`src/design/srs_pkg.sv`:
```
package srs_pkg;

  localparam int PAT_MAX    = 8;
  localparam int REPL_MAX   = 8;
  localparam int RES_MAX    = 8;
  localparam int RES_CNT_W  = 4;
  localparam int RES_IDX_W  = 3;
  localparam int QUEUE_DEPTH = 2;

  localparam int CHAR_W     = 8;
  localparam int LEN_W      = 4;
  localparam int CFG_IDX_W  = 3;
  localparam int CFG_DATA_W = 64;

  localparam logic [CFG_IDX_W-1:0] CFG_PATTERN_BYTES      = 3'd0;
  localparam logic [CFG_IDX_W-1:0] CFG_PATTERN_LENGTH     = 3'd1;
  localparam logic [CFG_IDX_W-1:0] CFG_REPLACEMENT_BYTES  = 3'd2;
  localparam logic [CFG_IDX_W-1:0] CFG_REPLACEMENT_LENGTH = 3'd3;

  // One item's worth of result bytes, handed from the front end to the back end.
  typedef struct packed {
    logic [RES_MAX-1:0][CHAR_W-1:0] bytes;
    logic [RES_CNT_W-1:0]           cnt;
    logic                           last;
  } srs_job_t;

  // A length of zero counts as one, and a length above the maximum as the maximum.
  function automatic logic [LEN_W-1:0] eff_len(input logic [LEN_W-1:0] raw,
                                               input logic [LEN_W-1:0] maxv);
    logic [LEN_W-1:0] v;
    v = (raw == '0) ? LEN_W'(1) : raw;
    if (v > maxv) v = maxv;
    return v;
  endfunction

endpackage

```
`src/design/srs_front.sv`:
```
module srs_front
  import srs_pkg::*;
#(
  parameter int MAX_PATTERN     = PAT_MAX,
  parameter int MAX_REPLACEMENT = REPL_MAX
) (
  input  logic                  clk,
  input  logic                  rst_n,
  input  logic                  cfg_we,
  input  logic [CFG_IDX_W-1:0]  cfg_index,
  input  logic [CFG_DATA_W-1:0] cfg_wdata,
  input  logic                  in_valid,
  output logic                  in_ready,
  input  logic [CHAR_W-1:0]     in_char_in,
  input  logic                  in_end_in,
  output logic                  push_valid,
  input  logic                  push_ready,
  output srs_job_t              push_job
);

  localparam int CW    = $clog2(MAX_PATTERN + 1);
  localparam int SUM_W = $clog2(MAX_PATTERN + MAX_REPLACEMENT + 1);

  logic [CFG_DATA_W-1:0] pat_bytes_r;
  logic [LEN_W-1:0]      pat_len_r;
  logic [CFG_DATA_W-1:0] repl_bytes_r;
  logic [LEN_W-1:0]      repl_len_r;

  logic [CHAR_W-1:0] win_r [MAX_PATTERN];
  logic [CW-1:0]     wcnt_r;

  logic [CHAR_W-1:0] w_ext   [MAX_PATTERN];
  logic [CHAR_W-1:0] w_shift [MAX_PATTERN];
  logic [MAX_PATTERN:0] ok;
  logic [CW-1:0]     n_new;
  logic [CW-1:0]     shift;
  logic [CW-1:0]     wcnt_nxt;
  logic [LEN_W-1:0]  plen;
  logic [LEN_W-1:0]  rlen;
  logic              match;
  logic [SUM_W-1:0]  sum;
  logic [RES_IDX_W-1:0] ridx;
  logic              accept;

  assign plen = eff_len(pat_len_r, LEN_W'(MAX_PATTERN));
  assign rlen = eff_len(repl_len_r, LEN_W'(MAX_REPLACEMENT));

  // The new byte lands after the pending window; then every possible shift is
  // tested at once and the smallest one that leaves a pattern prefix wins.
  always_comb begin
    int k;
    for (int i = 0; i < MAX_PATTERN; i++) begin
      w_ext[i] = (i == int'(wcnt_r)) ? in_char_in : win_r[i];
    end
    n_new = wcnt_r + 1'b1;

    for (int s = 0; s <= MAX_PATTERN; s++) begin
      ok[s] = 1'b1;
      for (int i = 0; i < MAX_PATTERN; i++) begin
        if (s + i < int'(n_new)) begin
          if (s + i >= MAX_PATTERN) begin
            ok[s] = 1'b0;
          end else if (w_ext[s+i] != pat_bytes_r[CHAR_W*i +: CHAR_W]) begin
            ok[s] = 1'b0;
          end
        end
      end
    end

    shift = '0;
    for (int s = MAX_PATTERN; s >= 0; s--) begin
      if (ok[s]) shift = CW'(s);
    end

    // Only an unshifted window can be a whole pattern.
    match = (shift == '0) && (LEN_W'(n_new) == plen);

    ridx = '0;
    for (int j = 0; j < RES_MAX; j++) begin
      if (match && (j >= int'(shift))) begin
        ridx = RES_IDX_W'(j - int'(shift));
        push_job.bytes[j] = repl_bytes_r[CHAR_W*ridx +: CHAR_W];
      end else if (j < MAX_PATTERN) begin
        push_job.bytes[j] = w_ext[j];
      end else begin
        push_job.bytes[j] = '0;
      end
    end

    sum = SUM_W'(shift) + SUM_W'(rlen);
    if (match) begin
      push_job.cnt = (sum > SUM_W'(RES_MAX)) ? RES_CNT_W'(RES_MAX) : RES_CNT_W'(sum);
    end else if (in_end_in) begin
      push_job.cnt = RES_CNT_W'(n_new);
    end else begin
      push_job.cnt = RES_CNT_W'(shift);
    end
    push_job.last = in_end_in;

    for (int i = 0; i < MAX_PATTERN; i++) begin
      k = i + int'(shift);
      w_shift[i] = (k < MAX_PATTERN) ? w_ext[k] : '0;
    end
    wcnt_nxt = (match || in_end_in) ? '0 : CW'(n_new - shift);
  end

  assign in_ready   = push_ready;
  assign accept     = in_valid && in_ready;
  assign push_valid = in_valid && (push_job.cnt != '0);

  always_ff @(posedge clk) begin
    if (!rst_n) begin
      pat_bytes_r  <= '0;
      pat_len_r    <= LEN_W'(1);
      repl_bytes_r <= '0;
      repl_len_r   <= LEN_W'(1);
      wcnt_r       <= '0;
    end else if (cfg_we) begin
      unique case (cfg_index)
        CFG_PATTERN_BYTES: begin
          pat_bytes_r <= cfg_wdata;
          wcnt_r      <= '0;
        end
        CFG_PATTERN_LENGTH: begin
          pat_len_r <= cfg_wdata[LEN_W-1:0];
          wcnt_r    <= '0;
        end
        CFG_REPLACEMENT_BYTES: begin
          repl_bytes_r <= cfg_wdata;
          wcnt_r       <= '0;
        end
        CFG_REPLACEMENT_LENGTH: begin
          repl_len_r <= cfg_wdata[LEN_W-1:0];
          wcnt_r     <= '0;
        end
        default: begin
        end
      endcase
    end else if (accept) begin
      wcnt_r <= wcnt_nxt;
    end
  end

  always_ff @(posedge clk) begin
    if (accept) begin
      for (int i = 0; i < MAX_PATTERN; i++) begin
        win_r[i] <= w_shift[i];
      end
    end
  end

  // The pending window is always a proper prefix of the pattern.
  a_window_short: assert property (@(posedge clk) disable iff (!rst_n)
    LEN_W'(wcnt_r) < plen)
    else $error("pending window reached the pattern length");

endmodule

```
`src/design/srs_queue.sv`:
```
module srs_queue
  import srs_pkg::*;
#(
  parameter int DEPTH = QUEUE_DEPTH
) (
  input  logic     clk,
  input  logic     rst_n,
  input  logic     push_valid,
  output logic     push_ready,
  input  srs_job_t push_job,
  output logic     pop_valid,
  input  logic     pop_ready,
  output srs_job_t pop_job
);

  localparam int PW = (DEPTH > 1) ? $clog2(DEPTH) : 1;
  localparam int CW = $clog2(DEPTH + 1);

  srs_job_t      entries_r [DEPTH];
  logic [PW-1:0] wr_ptr_r;
  logic [PW-1:0] rd_ptr_r;
  logic [CW-1:0] count_r;
  logic          push;
  logic          pop;

  assign push_ready = (count_r != CW'(DEPTH));
  assign pop_valid  = (count_r != '0);
  assign push       = push_valid && push_ready;
  assign pop        = pop_valid && pop_ready;
  assign pop_job    = entries_r[rd_ptr_r];

  always_ff @(posedge clk) begin
    if (!rst_n) begin
      wr_ptr_r <= '0;
      rd_ptr_r <= '0;
      count_r  <= '0;
    end else begin
      if (push) begin
        wr_ptr_r <= (wr_ptr_r == PW'(DEPTH - 1)) ? '0 : wr_ptr_r + 1'b1;
      end
      if (pop) begin
        rd_ptr_r <= (rd_ptr_r == PW'(DEPTH - 1)) ? '0 : rd_ptr_r + 1'b1;
      end
      if (push && !pop) begin
        count_r <= count_r + 1'b1;
      end else if (pop && !push) begin
        count_r <= count_r - 1'b1;
      end
    end
  end

  always_ff @(posedge clk) begin
    if (push) begin
      entries_r[wr_ptr_r] <= push_job;
    end
  end

  a_count_bound: assert property (@(posedge clk) disable iff (!rst_n)
    count_r <= CW'(DEPTH))
    else $error("queue fill count beyond its depth");

endmodule

```
`src/design/srs_back.sv`:
```
module srs_back
  import srs_pkg::*;
(
  input  logic              clk,
  input  logic              rst_n,
  input  logic              q_valid,
  output logic              q_ready,
  input  srs_job_t          q_job,
  output logic              out_valid,
  input  logic              out_ready,
  output logic [CHAR_W-1:0] out_char_out,
  output logic              out_end_out,
  output logic              out_run_done
);

  srs_job_t             cur_r;
  logic [RES_CNT_W-1:0] idx_r;
  logic                 busy_r;
  logic                 out_valid_r;
  logic [CHAR_W-1:0]    out_char_r;
  logic                 out_end_r;
  logic                 out_done_r;
  logic                 adv;
  logic                 at_end;

  // A byte moves into the output register whenever that register is free or drained.
  assign adv     = busy_r && (!out_valid_r || out_ready);
  assign at_end  = (RES_CNT_W'(idx_r + 1'b1) == cur_r.cnt);
  assign q_ready = !busy_r || (adv && at_end);

  always_ff @(posedge clk) begin
    if (!rst_n) begin
      busy_r      <= 1'b0;
      idx_r       <= '0;
      out_valid_r <= 1'b0;
    end else begin
      if (q_valid && q_ready) begin
        busy_r <= 1'b1;
        idx_r  <= '0;
      end else if (adv && at_end) begin
        busy_r <= 1'b0;
      end else if (adv) begin
        idx_r <= idx_r + 1'b1;
      end

      if (adv) begin
        out_valid_r <= 1'b1;
      end else if (out_ready) begin
        out_valid_r <= 1'b0;
      end
    end
  end

  always_ff @(posedge clk) begin
    if (q_valid && q_ready) begin
      cur_r <= q_job;
    end
    if (adv) begin
      out_char_r <= cur_r.bytes[idx_r[RES_IDX_W-1:0]];
      out_end_r  <= cur_r.last && at_end;
      out_done_r <= at_end;
    end
  end

  assign out_valid    = out_valid_r;
  assign out_char_out = out_char_r;
  assign out_end_out  = out_end_r;
  assign out_run_done = out_done_r;

  a_busy_nonempty: assert property (@(posedge clk) disable iff (!rst_n)
    busy_r |-> (cur_r.cnt != '0))
    else $error("back end busy with an empty item");

  a_end_is_done: assert property (@(posedge clk) disable iff (!rst_n)
    (out_valid_r && out_end_r) |-> out_done_r)
    else $error("end of string flagged on a byte that does not close its item");

endmodule

```
`src/design/substring_replace_stream.sv`:
```
// Streaming find-and-replace: every leftmost, non-overlapping occurrence of the
// configured pattern (1 to MAX_PATTERN bytes) in the byte stream is replaced by
// the configured replacement (1 to MAX_REPLACEMENT bytes); other bytes pass
// through, and the pending partial match is flushed on the byte marked end_in.
// The front end takes one item per cycle while the queue has room, and checks
// all window shifts in that cycle with a bank of parallel byte comparators; it
// hands the bytes an item produces (at most eight) through a QUEUE_DEPTH-entry
// queue to the back end, which sends one byte per cycle from its output register
// while out_ready holds. Sustained throughput is set by the single-byte output
// port; an item that yields no byte is not queued. Write configuration only
// while the block is idle; any write to one of the four configuration indices
// drops the pending window bytes.
module substring_replace_stream
  import srs_pkg::*;
#(
  parameter int MAX_PATTERN     = PAT_MAX,
  parameter int MAX_REPLACEMENT = REPL_MAX,
  parameter int QUEUE_DEPTH     = srs_pkg::QUEUE_DEPTH
) (
  input  logic                  clk,
  input  logic                  rst_n,
  input  logic                  cfg_we,
  input  logic [CFG_IDX_W-1:0]  cfg_index,
  input  logic [CFG_DATA_W-1:0] cfg_wdata,
  input  logic                  in_valid,
  output logic                  in_ready,
  input  logic [CHAR_W-1:0]     in_char_in,
  input  logic                  in_end_in,
  output logic                  out_valid,
  input  logic                  out_ready,
  output logic [CHAR_W-1:0]     out_char_out,
  output logic                  out_end_out,
  output logic                  out_run_done
);

  logic     push_valid;
  logic     push_ready;
  srs_job_t push_job;
  logic     pop_valid;
  logic     pop_ready;
  srs_job_t pop_job;

  srs_front #(
    .MAX_PATTERN     (MAX_PATTERN),
    .MAX_REPLACEMENT (MAX_REPLACEMENT)
  ) u_front (
    .clk        (clk),
    .rst_n      (rst_n),
    .cfg_we     (cfg_we),
    .cfg_index  (cfg_index),
    .cfg_wdata  (cfg_wdata),
    .in_valid   (in_valid),
    .in_ready   (in_ready),
    .in_char_in (in_char_in),
    .in_end_in  (in_end_in),
    .push_valid (push_valid),
    .push_ready (push_ready),
    .push_job   (push_job)
  );

  srs_queue #(
    .DEPTH (QUEUE_DEPTH)
  ) u_queue (
    .clk        (clk),
    .rst_n      (rst_n),
    .push_valid (push_valid),
    .push_ready (push_ready),
    .push_job   (push_job),
    .pop_valid  (pop_valid),
    .pop_ready  (pop_ready),
    .pop_job    (pop_job)
  );

  srs_back u_back (
    .clk          (clk),
    .rst_n        (rst_n),
    .q_valid      (pop_valid),
    .q_ready      (pop_ready),
    .q_job        (pop_job),
    .out_valid    (out_valid),
    .out_ready    (out_ready),
    .out_char_out (out_char_out),
    .out_end_out  (out_end_out),
    .out_run_done (out_run_done)
  );

endmodule
```
`config.mk`:
```
export PLATFORM = sky130hd
export DESIGN_NAME = substring_replace_stream
export DESIGN_NICKNAME = d
export VERILOG_FILES = /design/src/design/srs_pkg.sv /design/src/design/srs_front.sv /design/src/design/srs_queue.sv /design/src/design/srs_back.sv /design/src/design/substring_replace_stream.sv
export SDC_FILE = /design/constraint.sdc
export NUM_CORES = 1
export LEC_CHECK = 0
export ABC_AREA = 1
export ABC_CLOCK_PERIOD_IN_PS = 8100
export BUFFER_PORTS_ARGS = -buffer_cell sky130_fd_sc_hd__buf_4
export CORE_MARGIN = 3
export CORE_UTILIZATION = 37
export DETAILED_ROUTE_END_ITERATION = 8
export MAX_ROUTING_LAYER = met4
export PLACE_DENSITY_LB_ADDON = 0.25
export SLEW_MARGIN = 20
export SYNTH_ARGS = -nofsm -noshare
export SYNTH_HDL_FRONTEND = slang
export SYNTH_SLANG_ARGS = --single-unit
export TNS_END_PERCENT = 1
```
`constraint.sdc`:
```
create_clock -name clk -period 8.1 [get_ports clk]
set_input_delay 1.62 -clock clk [delete_from_list [all_inputs] [get_ports clk]]
set_output_delay 1.62 -clock clk [all_outputs]
set_load 0.005 [all_outputs]
```
==> flow_summary.json <==
{
  "outcome": "finished clean",
  "synth_edf_count": 281,
  "ys_seq_area_share_pct": 41.2,
  "cts_buffers": 51,
  "avgSynthCellArea_um2": 6.86,
  "initial_core_util_pct": 37.7,
  "worstPathMaxFanout": 81,
  "io_pins": 93,
  "max_cap_violations": 0,
  "grt_pass1_wl_mm": 186,
  "post_cts_buffers": 0,
  "grt.overflow.total": 0,
  "drv_slew": 0,
  "design.die.area_mm2": 0.0784,
  "area_delta_synth_final_pct": 12.4,
  "dp_hpwl_mm": 101,
  "rsz0062_at_grt": "false",
  "synth_ff_type": "edfxtp_1",
  "min_period_ns": 6.96,
  "vias": 28500,
  "setup_tns_ns": 0,
  "wl_per_cell_um": 26.0,
  "cts_tree": "built",
  "postCtsHoldBufs": 0,
  "yosys_warnings": 0,
  "cp_slowest_cell": "buf_4",
  "wl_met1_mm": 56.4,
  "cts_resized": 0,
  "die_w_um": 280,
  "async_flop_share_pct": 0,
  "fill_cells": 7731,
  "critPathKind": "reg -> reg",
  "slowest_delay_ns": 0.61,
  "die_height_um": 280,
  "start_kind": "flip-flop",
  "max_slew_margin_pct": 32.3,
  "grt_max_degree": 182,
  "first_pass_iters": 6,
  "mostFrequentLayoutCell": "nand2_1",
  "numPortBuffers": 92,
  "nets": 4184,
  "clk-insertion-delay-late_ns": 0.64,
  "dr_wl_met3_mm": 10.8,
  "root_buffer": "clkbuf_16",
  "final_hold_viol_count": 0,
  "synth_nets": 4154,
  "tightestPinTransition_ns": 1.02,
  "hold_ws_ns": 0.461,
  "max-clock-path-buffers": 3,
  "track_usage_pct": 33.8,
  "drc_errors": 0,
  "netlist_area_mm2": 0.0278,
  "ant_nets": 0,
  "synth.ff_latch_count": 431,
  "setup_violations": 0,
  "drtIter0Drc": 3674,
  "row_count": 99,
  "top_layer": "met4",
  "gp_congestion": 1.05,
  "required_ns": 8.39,
  "cts.sinks": 431,
  "crit_arrival_ns": 7.24,
  "hold_class": "reg -> reg",
  "wl_met2_mm": 57.3,
  "ys_types": 47,
  "crit_top_cell": "nand2_1",
  "worstSetupEndpointType": "flip-flop",
  "wl_mm": 132,
  "avgViaCountPerCell": 5.61,
  "clk_pin_slew_ns": 0.08,
  "drive_gt1_share_pct": 8.79,
  "synth_cells": 4049,
  "finalCritPeriodShare_pct": 85.9,
  "final_core_util_pct": 42.4,
  "antenna_found_initial": 3,
  "htreeDepth": 2,
  "design.core.area_mm2": 0.0737,
  "clock.fmax_ghz": 0.144,
  "fin_skew_ns": 0.0267,
  "grt_pass1_vias": 25400,
  "layout_common_cells": "1621 x nand2_1, 367 x nor2_1, 348 x nand3_1, 321 x o21ai_0, 281 x edfxtp_1"
}
## synthesized netlist by cell type (11+ instances only)
library cell,instances,area share (%)
nand2_1,1621,22
nor2_1,368,5.0
nand3_1,349,6.3
o21ai_0,321,5.8
edfxtp_1,281,30
inv_1,249,3.4
dfxtp_1,150,11
a21oi_1,142,2.6
clkbuf_1,102,1.4
buf_2,56,1.0
mux2i_1,56,2.0
o21ai_1,56,1.0
o211ai_1,33,0.89
nand2_2,31,0.70
buf_4,26,0.70
nand4_1,26,0.59
ha_1,22,0.99
xor2_1,20,0.63
inv_2,15,0.20
or2_1,13,0.29
buf_6,12,0.49
o22ai_1,11,0.25
## state kept, by name, summed over array words and instances (netlist names), 2 cells and up
| name | count |
|---|---|
| u_queue.entries_r | 138 |
| u_back.cur_r | 69 |
| u_front.pat_bytes_r | 64 |
| u_front.repl_bytes_r | 64 |
| u_front.win_r | 64 |
| u_back.out_char_out | 8 |
| u_back.idx_r | 4 |
| u_front.pat_len_r | 4 |
| u_front.repl_len_r | 4 |
| u_front.wcnt_r | 4 |
| u_queue.count_r | 2 |
## metrics by stage
step	cell area [um2]	cells	worst slack (ns)
2_1_floorplan	27800	4049	0.505
3_3_place_gp	29400	4985	0.904
3_5_place_dp	29400	4985	0.917
4_1_cts	31200	5079	1.33
5_1_grt	31200	5082	0.742
6_report	31200	5082	1.14
## critical path: cells and delay by family, from the launching register on
| family | cells | cell delay, ns |
|---|---|---|
| fa+ha+maj | 2 | 0.93 |
| buf+inv | 9 | 2.22 |
| flops | 1 | 0.43 |
| simple gates | 19 | 2.90 |
## final timing paths
check	from	to	slack, ns	depth (start not counted)
setup / recovery	u_front.wcnt_r[0]	u_queue.entries_r[1][27]	1.14	30
hold / removal	u_back.idx_r[3]	u_back.idx_r[3]	0.46	2
setup reg to reg	u_front.wcnt_r[0]	u_queue.entries_r[1][27]	1.14	30
hold reg to reg	u_back.idx_r[3]	u_back.idx_r[3]	0.46	2
## routing by layer
layer,global-route usage (%),up-vias
met5,-,-
li1,-,13300
met3,4.24,268
met2,50.3,1444
met4,16.5,0
met1,45.6,13500
## final cells by class
type	count	area [um2]	area share, %
Sequential cell	431	11400	36.6
Inverter	273	1020	3.28
Antenna cell	3	7.51	0.0240
Multi-Input combinational cell	3144	14400	46.0
Timing Repair Buffer	178	1420	4.56
Clock buffer	60	1330	4.26
Clock inverter	34	455	1.46
Tap cell	959	1200	3.84
## cells by family after synthesis
family          count (synthesis)  share of synthesized area [%]
xor+xnor                       26                          0.955
compound gates                583                           11.1
simple gates                 2455                           36.3
buf+inv                       474                           7.33
mux                            56                           2.02
flops                         431                           41.2
fa+ha+maj                      24                           1.13
Power is not shown: default switching activity piles up to over one toggle a cycle in this logic, so the estimate is an artifact.
